$ cat src/design/cst_pkg.sv
`default_nettype none
// ----------------------------------------------------------------------------
// cst_pkg
// shared types and constants of the csv stream tokenizer
// ----------------------------------------------------------------------------
package cst_pkg;

  localparam int unsigned BYTE_W     = 8;
  localparam int unsigned CFG_DATA_W = 32;
  localparam int unsigned CFG_ADDR_W = 3;

  localparam logic [BYTE_W-1:0] QUOTE_BYTE     = 8'h22;
  localparam logic [BYTE_W-1:0] CR_BYTE        = 8'h0D;
  localparam logic [BYTE_W-1:0] LF_BYTE        = 8'h0A;
  localparam logic [BYTE_W-1:0] DELIM_RESET    = 8'h2C;

  // word index of the delimiter register
  localparam logic REG_DELIMITER = 1'b0;

  typedef enum logic {
    CMD_TEXT = 1'b0,
    CMD_END  = 1'b1
  } cst_cmd_t;

  typedef enum logic [1:0] {
    KIND_BYTE     = 2'd0,
    KIND_CELL_END = 2'd1,
    KIND_ROW_END  = 2'd2
  } cst_kind_t;

  typedef struct packed {
    logic              valid;
    cst_kind_t         kind;
    logic [BYTE_W-1:0] cell_byte;
    logic              drop_row;
  } cst_res_t;

endpackage
`default_nettype wire

$ cat src/design/csv_stream_tokenizer.sv
`default_nettype none
// ----------------------------------------------------------------------------
// csv_stream_tokenizer
// streaming csv tokenizer: one text byte in, at most one token out
//
// input channel: in_valid / in_stall carry in_cmd (text byte or end of text)
// and in_text_byte. output channel: out_valid / out_stall carry out_kind
// (content byte, end of cell, end of cell and row), out_cell_byte and
// out_drop_row, which marks a blank row for the receiver to discard.
// the delimiter register sits at byte address 0 of the apb-style port and
// resets to a comma; write it only while the block is idle.
// a transfer accepted into the input register is decoded against the quote
// and cell flags, and its token is then registered in the result register;
// the block takes one item per cycle while in_stall is low.
// items that produce no token (such as opening quotes and carriage
// returns) still pass through the input register.
// reset clears the flags and both valid bits, so no token is pending.
// while out_stall is high the result holds; the input register then fills,
// and in_stall rises once a held item needs the occupied result register.
// ----------------------------------------------------------------------------
module csv_stream_tokenizer
  import cst_pkg::*;
(
  input  wire logic                  clk,
  input  wire logic                  rst_n,
  input  wire logic                  in_valid,
  output logic                       in_stall,
  input  wire cst_cmd_t              in_cmd,
  input  wire logic [BYTE_W-1:0]     in_text_byte,
  output logic                       out_valid,
  input  wire logic                  out_stall,
  output cst_kind_t                  out_kind,
  output logic      [BYTE_W-1:0]     out_cell_byte,
  output logic                       out_drop_row,
  input  wire logic                  cfg_psel,
  input  wire logic                  cfg_penable,
  input  wire logic                  cfg_pwrite,
  input  wire logic [CFG_ADDR_W-1:0] cfg_paddr,
  input  wire logic [CFG_DATA_W-1:0] cfg_pwdata,
  output logic      [CFG_DATA_W-1:0] cfg_prdata,
  output logic                       cfg_pready
);

  logic [BYTE_W-1:0] delimiter;
  logic              res_free;
  cst_res_t          res;

  cst_cfg u_cfg (
    .clk         (clk),
    .rst_n       (rst_n),
    .cfg_psel    (cfg_psel),
    .cfg_penable (cfg_penable),
    .cfg_pwrite  (cfg_pwrite),
    .cfg_paddr   (cfg_paddr),
    .cfg_pwdata  (cfg_pwdata),
    .cfg_prdata  (cfg_prdata),
    .cfg_pready  (cfg_pready),
    .delimiter   (delimiter)
  );

  cst_core u_core (
    .clk          (clk),
    .rst_n        (rst_n),
    .in_valid     (in_valid),
    .in_stall     (in_stall),
    .in_cmd       (in_cmd),
    .in_text_byte (in_text_byte),
    .delimiter    (delimiter),
    .res_free     (res_free),
    .res          (res)
  );

  cst_out_reg u_out (
    .clk           (clk),
    .rst_n         (rst_n),
    .res           (res),
    .res_free      (res_free),
    .out_valid     (out_valid),
    .out_stall     (out_stall),
    .out_kind      (out_kind),
    .out_cell_byte (out_cell_byte),
    .out_drop_row  (out_drop_row)
  );

endmodule
`default_nettype wire

$ cat src/design/cst_cfg.sv
`default_nettype none
// ----------------------------------------------------------------------------
// cst_cfg
// configuration register file behind the apb-style port
// ----------------------------------------------------------------------------
module cst_cfg
  import cst_pkg::*;
(
  input  wire logic                  clk,
  input  wire logic                  rst_n,
  input  wire logic                  cfg_psel,
  input  wire logic                  cfg_penable,
  input  wire logic                  cfg_pwrite,
  input  wire logic [CFG_ADDR_W-1:0] cfg_paddr,
  input  wire logic [CFG_DATA_W-1:0] cfg_pwdata,
  output logic      [CFG_DATA_W-1:0] cfg_prdata,
  output logic                       cfg_pready,
  output logic      [BYTE_W-1:0]     delimiter
);

  logic              wr_en;
  logic              sel_delim;
  logic [BYTE_W-1:0] delim_r;
  logic [BYTE_W-1:0] delim_nxt;

  assign cfg_pready = 1'b1;
  assign sel_delim  = (cfg_paddr[CFG_ADDR_W-1] == REG_DELIMITER);
  assign wr_en      = cfg_psel && cfg_penable && cfg_pwrite && cfg_pready;

  always_comb begin
    delim_nxt = delim_r;
    if (wr_en && sel_delim) begin
      delim_nxt = cfg_pwdata[BYTE_W-1:0];
    end
  end

  always_ff @(posedge clk) begin
    if (!rst_n) begin
      delim_r <= DELIM_RESET;
    end else begin
      delim_r <= delim_nxt;
    end
  end

  always_comb begin
    cfg_prdata = '0;
    if (sel_delim) begin
      cfg_prdata = {{(CFG_DATA_W-BYTE_W){1'b0}}, delim_r};
    end
  end

  assign delimiter = delim_r;

endmodule
`default_nettype wire

$ cat src/design/cst_core.sv
`default_nettype none
// ----------------------------------------------------------------------------
// cst_core
// input register, quote and cell state, and the per-byte decode
// ----------------------------------------------------------------------------
module cst_core
  import cst_pkg::*;
(
  input  wire logic              clk,
  input  wire logic              rst_n,
  input  wire logic              in_valid,
  output logic                   in_stall,
  input  wire cst_cmd_t          in_cmd,
  input  wire logic [BYTE_W-1:0] in_text_byte,
  input  wire logic [BYTE_W-1:0] delimiter,
  input  wire logic              res_free,
  output cst_res_t               res
);

  typedef struct packed {
    logic in_quotes;
    logic quote_pending;
    logic cell_begun;
    logic cell_has_bytes;
    logic cell_has_nonspace;
    logic row_has_delimiter;
  } cst_state_t;

  logic              in_vld_r;
  logic              in_vld_nxt;
  cst_cmd_t          in_cmd_r;
  logic [BYTE_W-1:0] in_byte_r;
  logic              advance;
  logic              take;
  cst_state_t        st_r;
  cst_state_t        st_nxt;
  cst_state_t        st_upd;
  cst_res_t          res_c;

  function automatic logic is_space(input logic [BYTE_W-1:0] b);
    is_space = (b == 8'h20) || (b inside {[8'h09:8'h0D]});
  endfunction

  // decode of the held item
  always_comb begin
    logic              unq;
    logic [BYTE_W-1:0] c;
    c      = in_byte_r;
    unq    = 1'b0;
    st_upd = st_r;
    res_c  = '{valid: 1'b0, kind: KIND_BYTE, cell_byte: '0, drop_row: 1'b0};
    if (in_cmd_r == CMD_END) begin
      if (st_r.cell_has_bytes || st_r.row_has_delimiter) begin
        res_c.valid    = 1'b1;
        res_c.kind     = KIND_ROW_END;
        res_c.drop_row = !st_r.row_has_delimiter && !st_r.cell_has_nonspace;
      end
      st_upd = '0;
    end else begin
      if (st_r.quote_pending) begin
        st_upd.quote_pending = 1'b0;
        if (c == QUOTE_BYTE) begin
          res_c.valid                = 1'b1;
          res_c.cell_byte            = QUOTE_BYTE;
          st_upd.cell_has_bytes      = 1'b1;
          st_upd.cell_has_nonspace   = 1'b1;
        end else begin
          st_upd.in_quotes = 1'b0;
          unq              = 1'b1;
        end
      end else if (st_r.in_quotes) begin
        if (c == QUOTE_BYTE) begin
          st_upd.quote_pending = 1'b1;
        end else begin
          res_c.valid           = 1'b1;
          res_c.cell_byte       = c;
          st_upd.cell_has_bytes = 1'b1;
          if (!is_space(c)) begin
            st_upd.cell_has_nonspace = 1'b1;
          end
        end
      end else begin
        unq = 1'b1;
      end

      if (unq) begin
        if (c == QUOTE_BYTE && !st_r.cell_begun) begin
          st_upd.in_quotes  = 1'b1;
          st_upd.cell_begun = 1'b1;
        end else if (c == delimiter) begin
          st_upd.cell_begun        = 1'b0;
          st_upd.cell_has_bytes    = 1'b0;
          st_upd.cell_has_nonspace = 1'b0;
          st_upd.row_has_delimiter = 1'b1;
          res_c.valid              = 1'b1;
          res_c.kind               = KIND_CELL_END;
        end else if (c == CR_BYTE) begin
          // carriage return outside quotes is dropped
        end else if (c == LF_BYTE) begin
          res_c.valid              = 1'b1;
          res_c.kind               = KIND_ROW_END;
          res_c.drop_row           = !st_r.row_has_delimiter && !st_r.cell_has_nonspace;
          st_upd.cell_begun        = 1'b0;
          st_upd.cell_has_bytes    = 1'b0;
          st_upd.cell_has_nonspace = 1'b0;
          st_upd.row_has_delimiter = 1'b0;
        end else begin
          res_c.valid           = 1'b1;
          res_c.cell_byte       = c;
          st_upd.cell_begun     = 1'b1;
          st_upd.cell_has_bytes = 1'b1;
          if (!is_space(c)) begin
            st_upd.cell_has_nonspace = 1'b1;
          end
        end
      end
    end
  end

  assign advance  = in_vld_r && (!res_c.valid || res_free);
  assign in_stall = in_vld_r && !advance;
  assign take     = in_valid && !in_stall;

  always_comb begin
    in_vld_nxt = in_vld_r;
    st_nxt     = st_r;
    if (advance) begin
      in_vld_nxt = 1'b0;
      st_nxt     = st_upd;
    end
    if (take) begin
      in_vld_nxt = 1'b1;
    end
  end

  always_ff @(posedge clk) begin
    if (!rst_n) begin
      in_vld_r <= 1'b0;
      st_r     <= '0;
    end else begin
      in_vld_r <= in_vld_nxt;
      st_r     <= st_nxt;
    end
  end

  always_ff @(posedge clk) begin
    if (take) begin
      in_cmd_r  <= in_cmd;
      in_byte_r <= in_text_byte;
    end
  end

  always_comb begin
    res       = res_c;
    res.valid = advance && res_c.valid;
  end

endmodule
`default_nettype wire

$ cat src/design/cst_out_reg.sv
`default_nettype none
// ----------------------------------------------------------------------------
// cst_out_reg
// result register in front of the output channel
// ----------------------------------------------------------------------------
module cst_out_reg
  import cst_pkg::*;
(
  input  wire logic              clk,
  input  wire logic              rst_n,
  input  wire cst_res_t          res,
  output logic                   res_free,
  output logic                   out_valid,
  input  wire logic              out_stall,
  output cst_kind_t              out_kind,
  output logic      [BYTE_W-1:0] out_cell_byte,
  output logic                   out_drop_row
);

  logic              vld_r;
  logic              vld_nxt;
  cst_kind_t         kind_r;
  logic [BYTE_W-1:0] byte_r;
  logic              drop_r;

  assign res_free = !vld_r || !out_stall;

  always_comb begin
    vld_nxt = vld_r;
    if (res_free) begin
      vld_nxt = res.valid;
    end
  end

  always_ff @(posedge clk) begin
    if (!rst_n) begin
      vld_r <= 1'b0;
    end else begin
      vld_r <= vld_nxt;
    end
  end

  always_ff @(posedge clk) begin
    if (res_free && res.valid) begin
      kind_r <= res.kind;
      byte_r <= res.cell_byte;
      drop_r <= res.drop_row;
    end
  end

  assign out_valid     = vld_r;
  assign out_kind      = kind_r;
  assign out_cell_byte = byte_r;
  assign out_drop_row  = drop_r;

endmodule
`default_nettype wire

$ cat config.mk
export PLATFORM = sky130hd
export DESIGN_NAME = csv_stream_tokenizer
export DESIGN_NICKNAME = d
export VERILOG_FILES = /design/src/design/cst_pkg.sv /design/src/design/csv_stream_tokenizer.sv /design/src/design/cst_cfg.sv /design/src/design/cst_core.sv /design/src/design/cst_out_reg.sv
export SDC_FILE = /design/constraint.sdc
export NUM_CORES = 1
export LEC_CHECK = 0
export BUFFER_PORTS_ARGS = -buffer_cell sky130_fd_sc_hd__buf_4
export CORE_UTILIZATION = 50
export CTS_CLUSTER_SIZE = 16
export DETAILED_ROUTE_END_ITERATION = 8
export PLACE_DENSITY = 0.85
export SLEW_MARGIN = 20
export SYNTH_ARGS = -nofsm -noshare
export SYNTH_HDL_FRONTEND = slang
export SYNTH_SLANG_ARGS = --single-unit
$ cat constraint.sdc
create_clock -name clk -period 4.2 [get_ports clk]
set_input_delay 0.84 -clock clk [delete_from_list [all_inputs] [get_ports clk]]
set_output_delay 0.84 -clock clk [all_outputs]
set_load 0.005 [all_outputs]
# [Word level (Yosys, flattened, before mapping)]
# Index checks and enable logic that the tools add are counted.
[word_totals] ff_bits=36 latchBits=0 ram_bits=0 romBits=0 in_bits=51 out_inout_bits=46 wordCells=99 n_memories=0
[op_classes] add_sub_neg=0 multipliers=0 div_mod_pow=0 order_cmp=2 n_eq_ne=8 shift=0 mux=46 n_bitwise=1 reduce_logical=28
[op_table] op="$mux W8" count=5
[op_table] op="$mux W12" count=3
[op_table] op="$mux W1" count=22
[op_table] op="$eq A8 B4 Y1 const B" count=2
[op_table] op="$eq A8 B6 Y1 const B" count=2
[op_table] op="$mux W3" count=5
[op_table] op="$mux W4" count=3
[op_table] op="$mux W6" count=2
[op_table] op="$logic_and A1 B1 Y1" count=11
[op_table] op="$mux W2" count=5
[op_table] op="$mux W9" count=1
[op_table] op="$eq A8 B8 Y1" count=1
[op_table] op="$ge A8 B4 Y1 const B" count=1
[op_table] op="$le A8 B4 Y1 const B" count=1
[op_table] op="$logic_not A1 Y1" count=8
[op_table] op="$reduce_and A5 Y1" count=1
[op_table] op="$logic_or A1 B1 Y1" count=4
[op_table] op="$ne A4 B1 Y1 const B" count=1
[op_table] op="$reduce_bool A2 Y1" count=2
[op_table] op="$ne A3 B1 Y1 const B" count=1
[op_table] op="$reduce_and A3 Y1" count=1
[op_table] op="$reduce_bool A3 Y1" count=1
[op_table] op="$ne A2 B1 Y1 const B" count=1
[op_table] op="$not A1 Y1" count=1

# [Depth between registers and ports, before layout]
# Gate-level depths: netlist (run 1).
[logic_depth] depth_word=18 depth_mapped=6 depth_no_buf=6

# [Modules after synthesis]
# From an unflattened synthesis (run 1), not the netlist that was laid out.
[unflattened] hier_cells=210 area_unflattened_um2=2130.8
[modules_own_cells] mod="cst_core" instances=1 cells_per_inst=124 area_each_um2=1153.6 seq_area_each_um2=410.4
[modules_own_cells] mod="cst_cfg" instances=1 cells_per_inst=70 area_each_um2=605.6 seq_area_each_um2=160.2
[modules_own_cells] mod="cst_out_reg" instances=1 cells_per_inst=16 area_each_um2=371.6 seq_area_each_um2=350.3

# [Least setup slack after synthesis (run 1)]
# No wires, ideal clock.
[synth_path] path_kind="reg2reg" start="register u_core.in_byte_r[4]" end="register u_out.byte_r[0] (netlist: u_out.out_cell_byte[0]) (enable)" setup_ns=0.393 arrival_ns=2.301 required_time_ns=3.807 slack_ns=1.506 path_stages_with_launch=6 path_buffers=0 period_less_slack_ns=2.694 path_cell_list="edfxtp_1 -> or3_4 -> nor4_4 -> o21ai_1 -> nor3b_2 -> nor3_1"
[synth_between] elab_chain_len=14 word_cells_on_any_way=20 classes_between="eq/ne (3); mux (11); reduce/logical (6)"
[synth_rtl] element="from (decl)" line_no="cst_core.sv:32" rtl="logic [BYTE_W-1:0] in_byte_r;"
[synth_rtl] element="from (signal assigned)" line_no="cst_core.sv:149" rtl="in_byte_r <= in_text_byte;"
[synth_rtl] element="$eq A8 B6 Y1" line_no="cst_core.sv:62, cst_core.sv:72, cst_core.sv:87"
[synth_rtl] element="$mux W1" line_no="cst_core.sv:62, cst_core.sv:72"
[synth_rtl] element="$mux W1" line_no="cst_core.sv:71" rtl="end else if (st_r.in_quotes) begin"
[synth_rtl] element="$mux W1" line_no="cst_core.sv:60" rtl="if (st_r.quote_pending) begin"
[synth_rtl] element="$mux W12" line_no="cst_core.sv:97" rtl="end else if (c == CR_BYTE) begin"
[synth_rtl] element="$mux W3" line_no="cst_core.sv:90" rtl="end else if (c == delimiter) begin"
[synth_rtl] element="$mux W12" line_no="cst_core.sv:87" rtl="if (c == QUOTE_BYTE && !st_r.cell_begun) begin"
[synth_rtl] element="$mux W12 (*)" line_no="cst_core.sv:86" rtl="if (unq) begin"
[synth_rtl] element="$mux W3 (*)" line_no="cst_core.sv:52" rtl="if (in_cmd_r == CMD_END) begin"
[synth_rtl] element="$logic_not A1 Y1" line_no="cst_core.sv:120" rtl="assign advance = in_vld_r && (!res_c.valid || res_free);"
[synth_rtl] element="$logic_or A1 B1 Y1" line_no="cst_core.sv:120"
[synth_rtl] element="$logic_and A1 B1 Y1" line_no="cst_core.sv:120"
[synth_rtl] element="$logic_and A1 B1 Y1 (*)" line_no="cst_core.sv:155" rtl="res.valid = advance && res_c.valid;"
[synth_rtl] element="$logic_and A1 B1 Y1 (*)" line_no="cst_out_reg.sv:44" rtl="if (res_free && res.valid) begin"
[synth_rtl] element="to (signal assigned)" line_no="cst_out_reg.sv:46" rtl="byte_r <= res.cell_byte;"
[synth_rtl] element="to (decl)" line_no="cst_out_reg.sv:23" rtl="logic [BYTE_W-1:0] byte_r;"
# Every way passes the cells marked *; elsewhere a longest branch is shown, timed or not. The select of a mux whose other input is x is not followed.
# A chain may end at the register's enable or synchronous reset.

# [Worst setup path after layout (run 1)]
[layout_path] start="register u_core.in_byte_r[4]" end="output port in_stall"
[layout_between] elab_chain_len=14 word_cells_on_any_way=20 classes_between="eq/ne (3); mux (11); reduce/logical (6)"
[layout_rtl] element="$eq A8 B6 Y1" line_no="cst_core.sv:62, cst_core.sv:72, cst_core.sv:87"
[layout_rtl] element="$mux W1" line_no="cst_core.sv:62, cst_core.sv:72"
[layout_rtl] element="$mux W1" line_no="cst_core.sv:71"
[layout_rtl] element="$mux W1" line_no="cst_core.sv:60"
[layout_rtl] element="$mux W12" line_no="cst_core.sv:97"
[layout_rtl] element="$mux W3" line_no="cst_core.sv:90"
[layout_rtl] element="$mux W12" line_no="cst_core.sv:87"
[layout_rtl] element="$mux W12 (*)" line_no="cst_core.sv:86"
[layout_rtl] element="$mux W3 (*)" line_no="cst_core.sv:52"
[layout_rtl] element="$logic_not A1 Y1 (*)" line_no="cst_core.sv:120"
[layout_rtl] element="$logic_or A1 B1 Y1 (*)" line_no="cst_core.sv:120"
[layout_rtl] element="$logic_and A1 B1 Y1 (*)" line_no="cst_core.sv:120"
[layout_rtl] element="$logic_not A1 Y1 (*)" line_no="cst_core.sv:121" rtl="assign in_stall = in_vld_r && !advance;"
[layout_rtl] element="$logic_and A1 B1 Y1 (*)" line_no="cst_core.sv:121"
[layout_rtl] element="to (decl)" line_no="csv_stream_tokenizer.sv:27" rtl="output logic in_stall,"
# Marks and branches as above.

==> metrics, run 1 <==
drt drc=0; critical path's largest stage delay=0.58 ns; Hold Vio Cnt, Final=0; final setup TNS=0 ns; gr busiest metal=met2; filler cell count in the final layout=324; RSZ-0062 raised after global routing=false; Power per Cell Area=~320 mW/mm²; Die Width=65.7 µm; WL per Instance=13.4 µm; WL final=4050 µm; pre-CTS setup slack=between 1 and 1.5 ns; skew final=between 0.005 and 0.006 ns; antenna violations before repair=0; nets@finish=305; Leak=0.933 nW; Core Region=between 0.003 and 0.004 mm²; Yosys top cell area share=0.296; Post-Syn Area=0.00203 mm²; grt ovf=0; crit end category=output port; Post-synth EDFFs=20; Cell Chain, Critical Path=nor3_1 -> nand4_1 -> a21oi_1 -> a211oi_2 -> nor3b_1 -> buf_4; number of global-route vias before repair=1497; Initial Util=0.538; status=completed; fin crit period=3.24 ns; cell family with most CP delay=simple AND/OR/NAND/NOR gates; Main synth FF type=edfxtp_1; Synth top cells by count=25 x buf_4, 21 x nand2_1, 20 x edfxtp_1; met2 GRT Util=0.347; htree depth=2; Buf/Inv on CP=1; Slew @ Worst Pin=0.670 ns; CP required=between 3 and 4 ns; largest area contributor in the netlist=edfxtp_1; Fmax=0.308 GHz; crit-path max FO=6; Rows=22; CTS buffer count=5; Max clock buf depth=2; post-synthesis cell type count=52; # hold bufs at CTS=0; Port Buffer Count=45; max cap viols=0; IO Count=97; clk_lat worst skew=0.29 ns; number of diodes=0; Mapped Cells=207; CTS Sinks=36; DR iter-0 viols=88; max_slew headroom=0.552; Arr. time, crit path=2.40 ns; via density per instance=5.23; Post-synth ARST share=0; CTS tree=done; part of the Yosys area used for sequential elements=0.454; most frequent cell after synthesis=buf_4; syn avg cell area=9.80 µm²; Yosys warnings=0; layout cells sized above 1=0.255; cts repair resizes=0; final slew viol count=0; clk root buf=clkbuf_8; largest net degree at the start of global routing=17; drt pass-1 iters=4; final worst setup slack=0.955 ns; routability cong.=about 0.90; HPWL Detailed=3070 µm; die area=roughly 0.0043 mm²; first-pass GRT wire length=between 6000 and 7000 µm; CTS clk-pin slew, worst paths=0.06 ns; Area Growth Syn to Fin=19.6%; met3 Usage GRT=0.0486; via count=between 1500 and 2000; peak supply drop=0.000247 V; crit path launch type=register; final number of setup-violating endpoints=0; critical path class=reg -> out; Synth area leaders=edfxtp_1 30%, dfxtp_1 16%, buf_4 9.3%; worst hold path type=reg -> reg; chip height=65.7 µm; M1 GR Usage=0.246; # Post-CTS Setup Buffers=0; final period utilization=0.773; flops & latches, synth=36; GRT Overall Usage=0.207; slowest CP cell=nor3_1; Routed Antenna Nets=0
-- per-stage QoR --
stage	cell area [µm²]	utilization	hold slack [ns]	total power, mW	cells
2_1_floorplan	2110	-	0.426	0.469	230
3_3_place_gp	2320	0.614	0.440	0.490	295
3_5_place_dp	2320	0.614	0.448	0.493	295
4_1_cts	2420	0.643	0.458	0.782	303
5_1_grt	2420	0.643	0.485	0.811	303
6_report	2420	0.643	0.458	0.778	303
-- tightest hold or removal path, delay by kind of cell, from the launching register on --
kind,cells,cell delay (ns)
AOI/OAI and AO/OA,1,0.05
buffers and inverters,1,0.05
DFF,1,0.31
-- per-layer routing --
layer  wire (µm)  part of all wire
met5           0                 0
met4          92             0.023
met3         256             0.063
met2        2000              0.49
met1        1700              0.42
-- cell type report --
| class | count | area (µm²) | area share |
|---|---|---|---|
| Timing Repair Buffer | 46 | 345 | 0.142 |
| Inverter | 5 | 18.8 | 0.00774 |
| Multi-Input combinational cell | 160 | 972 | 0.401 |
| Clock buffer | 6 | 72.6 | 0.0299 |
| Clock inverter | 2 | 35.0 | 0.0144 |
| Sequential cell | 36 | 921 | 0.380 |
| Tap cell | 48 | 60.1 | 0.0248 |
-- report_power, final --
group	leakage [nW]	switching, mW	internal (mW)
logic	0.559	0.0402	0.0425
clock network	0.0552	0.115	0.176
registers	0.319	0.0158	0.388
total	0.933	0.171	0.606
-- cells by family after synthesis --
family | share of synthesized area
AO/OA/AOI/OAI | 0.170
other | 0.00370
XOR/XNOR | 0.0345
buffers and inverters | 0.109
flip-flops | 0.454
AND/OR/NAND/NOR | 0.228
-- registers in the layout, indices dropped and copies added (netlist names) --
signal	cells
u_core.st_r	6
u_out.out_drop_row	1
u_core.in_cmd_r	1
u_core.in_vld_r	1
u_cfg.delimiter	8
u_out.out_kind	2
u_out.out_valid	1
u_out.out_cell_byte	8
u_core.in_byte_r	8
-- placed cells by master (no fill, tap or decap), drive strengths merged, types with 3 or more instances in the layout --
cell    netlist  layout
a21oi        18      18
and2          6       6
buf          26      46
clkbuf        3       6
conb          2      25
dfxtp        16      16
edfxtp       20      20
inv           5       5
nand2        21      21
nand2b        5       5
nand3         5       5
nand4         3       3
nor2          4       4
nor2b        13      13
nor3          5       5
nor3b         4       4
o211ai        3       3
o21a          3       3
o21ai         9       9
o31ai         3       3
xnor2         8       8
-- path summary, 6_finish.rpt --
kind	start	to	slack, ns	cells past startpoint
min	u_core.st_r[1]	u_core.st_r[1]	0.46	2
min reg2reg	u_core.st_r[1]	u_core.st_r[1]	0.46	2
max reg2reg	u_core.in_byte_r[0]	u_core.in_byte_r[5]	1.33	6
max	u_core.in_byte_r[4]	in_stall	0.96	6
Power figures use the tool's default switching activity.
==> run 2, diff against run 1 <==
--- a/config.mk
+++ b/config.mk
@@ -6,10 +6,10 @@
 export NUM_CORES = 1
 export LEC_CHECK = 0
 export BUFFER_PORTS_ARGS = -buffer_cell sky130_fd_sc_hd__buf_4
-export CORE_UTILIZATION = 50
+export CORE_UTILIZATION = 46
 export CTS_CLUSTER_SIZE = 16
 export DETAILED_ROUTE_END_ITERATION = 8
-export PLACE_DENSITY = 0.85
+export PLACE_DENSITY = 0.8
 export SLEW_MARGIN = 20
 export SYNTH_ARGS = -nofsm -noshare
 export SYNTH_HDL_FRONTEND = slang
==> constraint.sdc (replaced) <==
create_clock -name clk -period 3 [get_ports clk]
set_input_delay 0.6 -clock clk [delete_from_list [all_inputs] [get_ports clk]]
set_output_delay 0.6 -clock clk [all_outputs]
set_load 0.005 [all_outputs]
==> metrics, run 2 (same netlist as run 1, synthesis figures left out) <==
die area=0.00468 mm² (was 0.00432 mm²); crit path launch type=register (unchanged); Leak=0.969 nW (was 0.933 nW); peak supply drop=0.000311 V (was 0.000247 V); chip height=68.4 µm (was 65.7 µm); Rows=23 (was 22); Placed Instances=300 (was 295); Crit. Startpoint=u_core.in_byte_r[0] (was u_core.in_byte_r[4]); DR iter-0 viols=69 (was 88); Area Growth Syn to Fin=22.5% (was 19.6%); via count=1629 (was 1585); pre-CTS setup slack=0.347 ns (was 1.30 ns); hold endpoint=u_core.st_r[1] (unchanged); commonest non-fill, non-tap cell in the layout=buf_4 (unchanged); skew final=0.00505 ns (was 0.00538 ns); drt pass-1 iters=4 (unchanged); Post-DP Area=0.00234 mm² (was 0.00232 mm²); hold depth=2 (unchanged); fin crit period=2.87 ns; CTS buffer count=5 (unchanged); Routed Antenna Nets=0 (unchanged); Final Cell Area=0.00248 mm² (was 0.00242 mm²); final setup TNS=0 ns (unchanged); crit end category=output port (unchanged); smallest hold slack=0.452 ns (was 0.458 ns); final core occ=0.604 (was 0.643); Initial Util=0.493 (was 0.538); Core Region=0.00412 mm² (was 0.00377 mm²); Slew @ Worst Pin=0.487 ns (was 0.670 ns); final slew viol count=0 (unchanged); Power per Cell Area=405 mW/mm² (was 321 mW/mm²); CTS tree=done (unchanged); max cap viols=0 (unchanged); reg2reg setup slack=0.60 ns (was 1.33 ns); Port Buffer Count=45 (unchanged); HPWL Detailed=3160 µm (was 3070 µm); routability cong.=0.901 (was 0.896); crit-path max FO=4 (was 6); Layout Cells excl Fill=315 (was 303); Fmax=0.349 GHz; Hold Vio Cnt, Final=0 (unchanged); CTS clk-pin slew, worst paths=0.06 ns (about the same); number of diodes=0 (unchanged); IO Count=97 (unchanged); largest net degree at the start of global routing=17 (unchanged); clk_lat worst skew=0.28 ns (was 0.29 ns); final worst setup slack=0.133 ns (was 0.955 ns); max_slew headroom=0.671 (was 0.552); CP required=2.40 ns (was 3.36 ns); WL per Instance=13.1 µm (was 13.4 µm); cells on worst reg2reg path=7 (was 6); drt drc=0 (unchanged); layout cells sized above 1=0.283 (was 0.255); worst flop-to-flop path endpoint=u_core.in_byte_r[7] (was u_core.in_byte_r[5]); status=completed (unchanged); r2r startpoint=u_core.in_byte_r[4] (was u_core.in_byte_r[0]); htree depth=2 (unchanged); critical path class=reg -> out (unchanged); grt ovf=0 (unchanged); worst hold path type=reg -> reg (unchanged); CTS Sinks=36 (unchanged); number of global-route vias before repair=1460 (was 1497); final number of setup-violating endpoints=0 (unchanged); Die Width=68.4 µm (was 65.7 µm); Total Power=1.01 mW (was 0.778 mW); Max clock buf depth=2 (unchanged); via density per instance=5.17 (was 5.23); Arr. time, crit path=2.27 ns (was 2.40 ns); nets@finish=315 (was 305); final period utilization=0.956; antenna violations before repair=0 (unchanged); WL final=4120 µm (was 4050 µm); Worst Hold Launch=u_core.st_r[1] (unchanged); most frequent cells in the layout=56 x buf_4, 25 x conb_1, 21 x nand2_1, 20 x edfxtp_1, 18 x a21oi_1 (was 46 x buf_4, 25 x conb_1, 21 x nand2_1, 20 x edfxtp_1, 18 x a21oi_1); GRT Overall Usage=0.198 (was 0.207); clk root buf=clkbuf_8 (unchanged); first-pass GRT wire length=6690 µm (was 6620 µm)
==> run 2: cell count changes in the layout (fill, tap and decap cells not counted) <==
cell and delta:
o21ai_2 +1, bufinv_16 -1, clkinv_1 +1, nor3_1 -1
buf_4 +10, o21ai_1 -1, clkinv_2 -1, clkbuf_1 +1
nor3_2 +1
==> run 2: layer usage <==
layer	part of all wire	up-vias	global-route usage
met4	0.017	0	0.0833
met3	0.055	6	0.0517
met2	0.48	64	0.317
li1	-	807	-
met1	0.45	752	0.249
met5	0	-	0
==> run 2: worst max-delay path by stage <==
| stage | to | slack (ns) | depth (start not counted) |
|---|---|---|---|
| floorplan | u_out.out_cell_byte[0] | 0.31 | 5 |
| global placement | in_stall | 0.38 | 6 |
| detailed placement | in_stall | 0.35 | 6 |
| CTS | in_stall | 0.03 | 6 |
| global route | in_stall | -0.03 | 8 |
| finish | in_stall | 0.13 | 8 |
==> run 2: cell type report <==
class	count	area, µm²
Clock inverter	1	3.75
Inverter	5	18.8
Clock buffer	7	76.3
Fill cell	372	1630
Tap cell	50	62.6
Multi-Input combinational cell	160	981
Timing Repair Buffer	56	420
Sequential cell	36	921
==> run 2: where the power goes <==
group | leakage [nW] | switching (mW) | internal [mW]
Clock | 0.0399 | 0.154 | 0.161
Sequential | 0.319 | 0.0197 | 0.543
Combinational | 0.609 | 0.0613 | 0.0675
==> run 2: timing repair <==
item | 4_1_cts | 5_1_grt
setup endpoints to repair | 0 | 1
hold buffers | 0 | 0
buffers inserted | 0 | 7
resized for setup | 0 | 2
==> run 2: worst max-delay path, stage by stage, from the launching register on <==
cell	delay, ns
edfxtp_1	0.47
buf_4	0.18
nor3b_1	0.19
buf_4	0.16
nand4_1	0.14
a21oi_1	0.21
a211oi_2	0.08
nor3b_1	0.37
buf_4	0.18
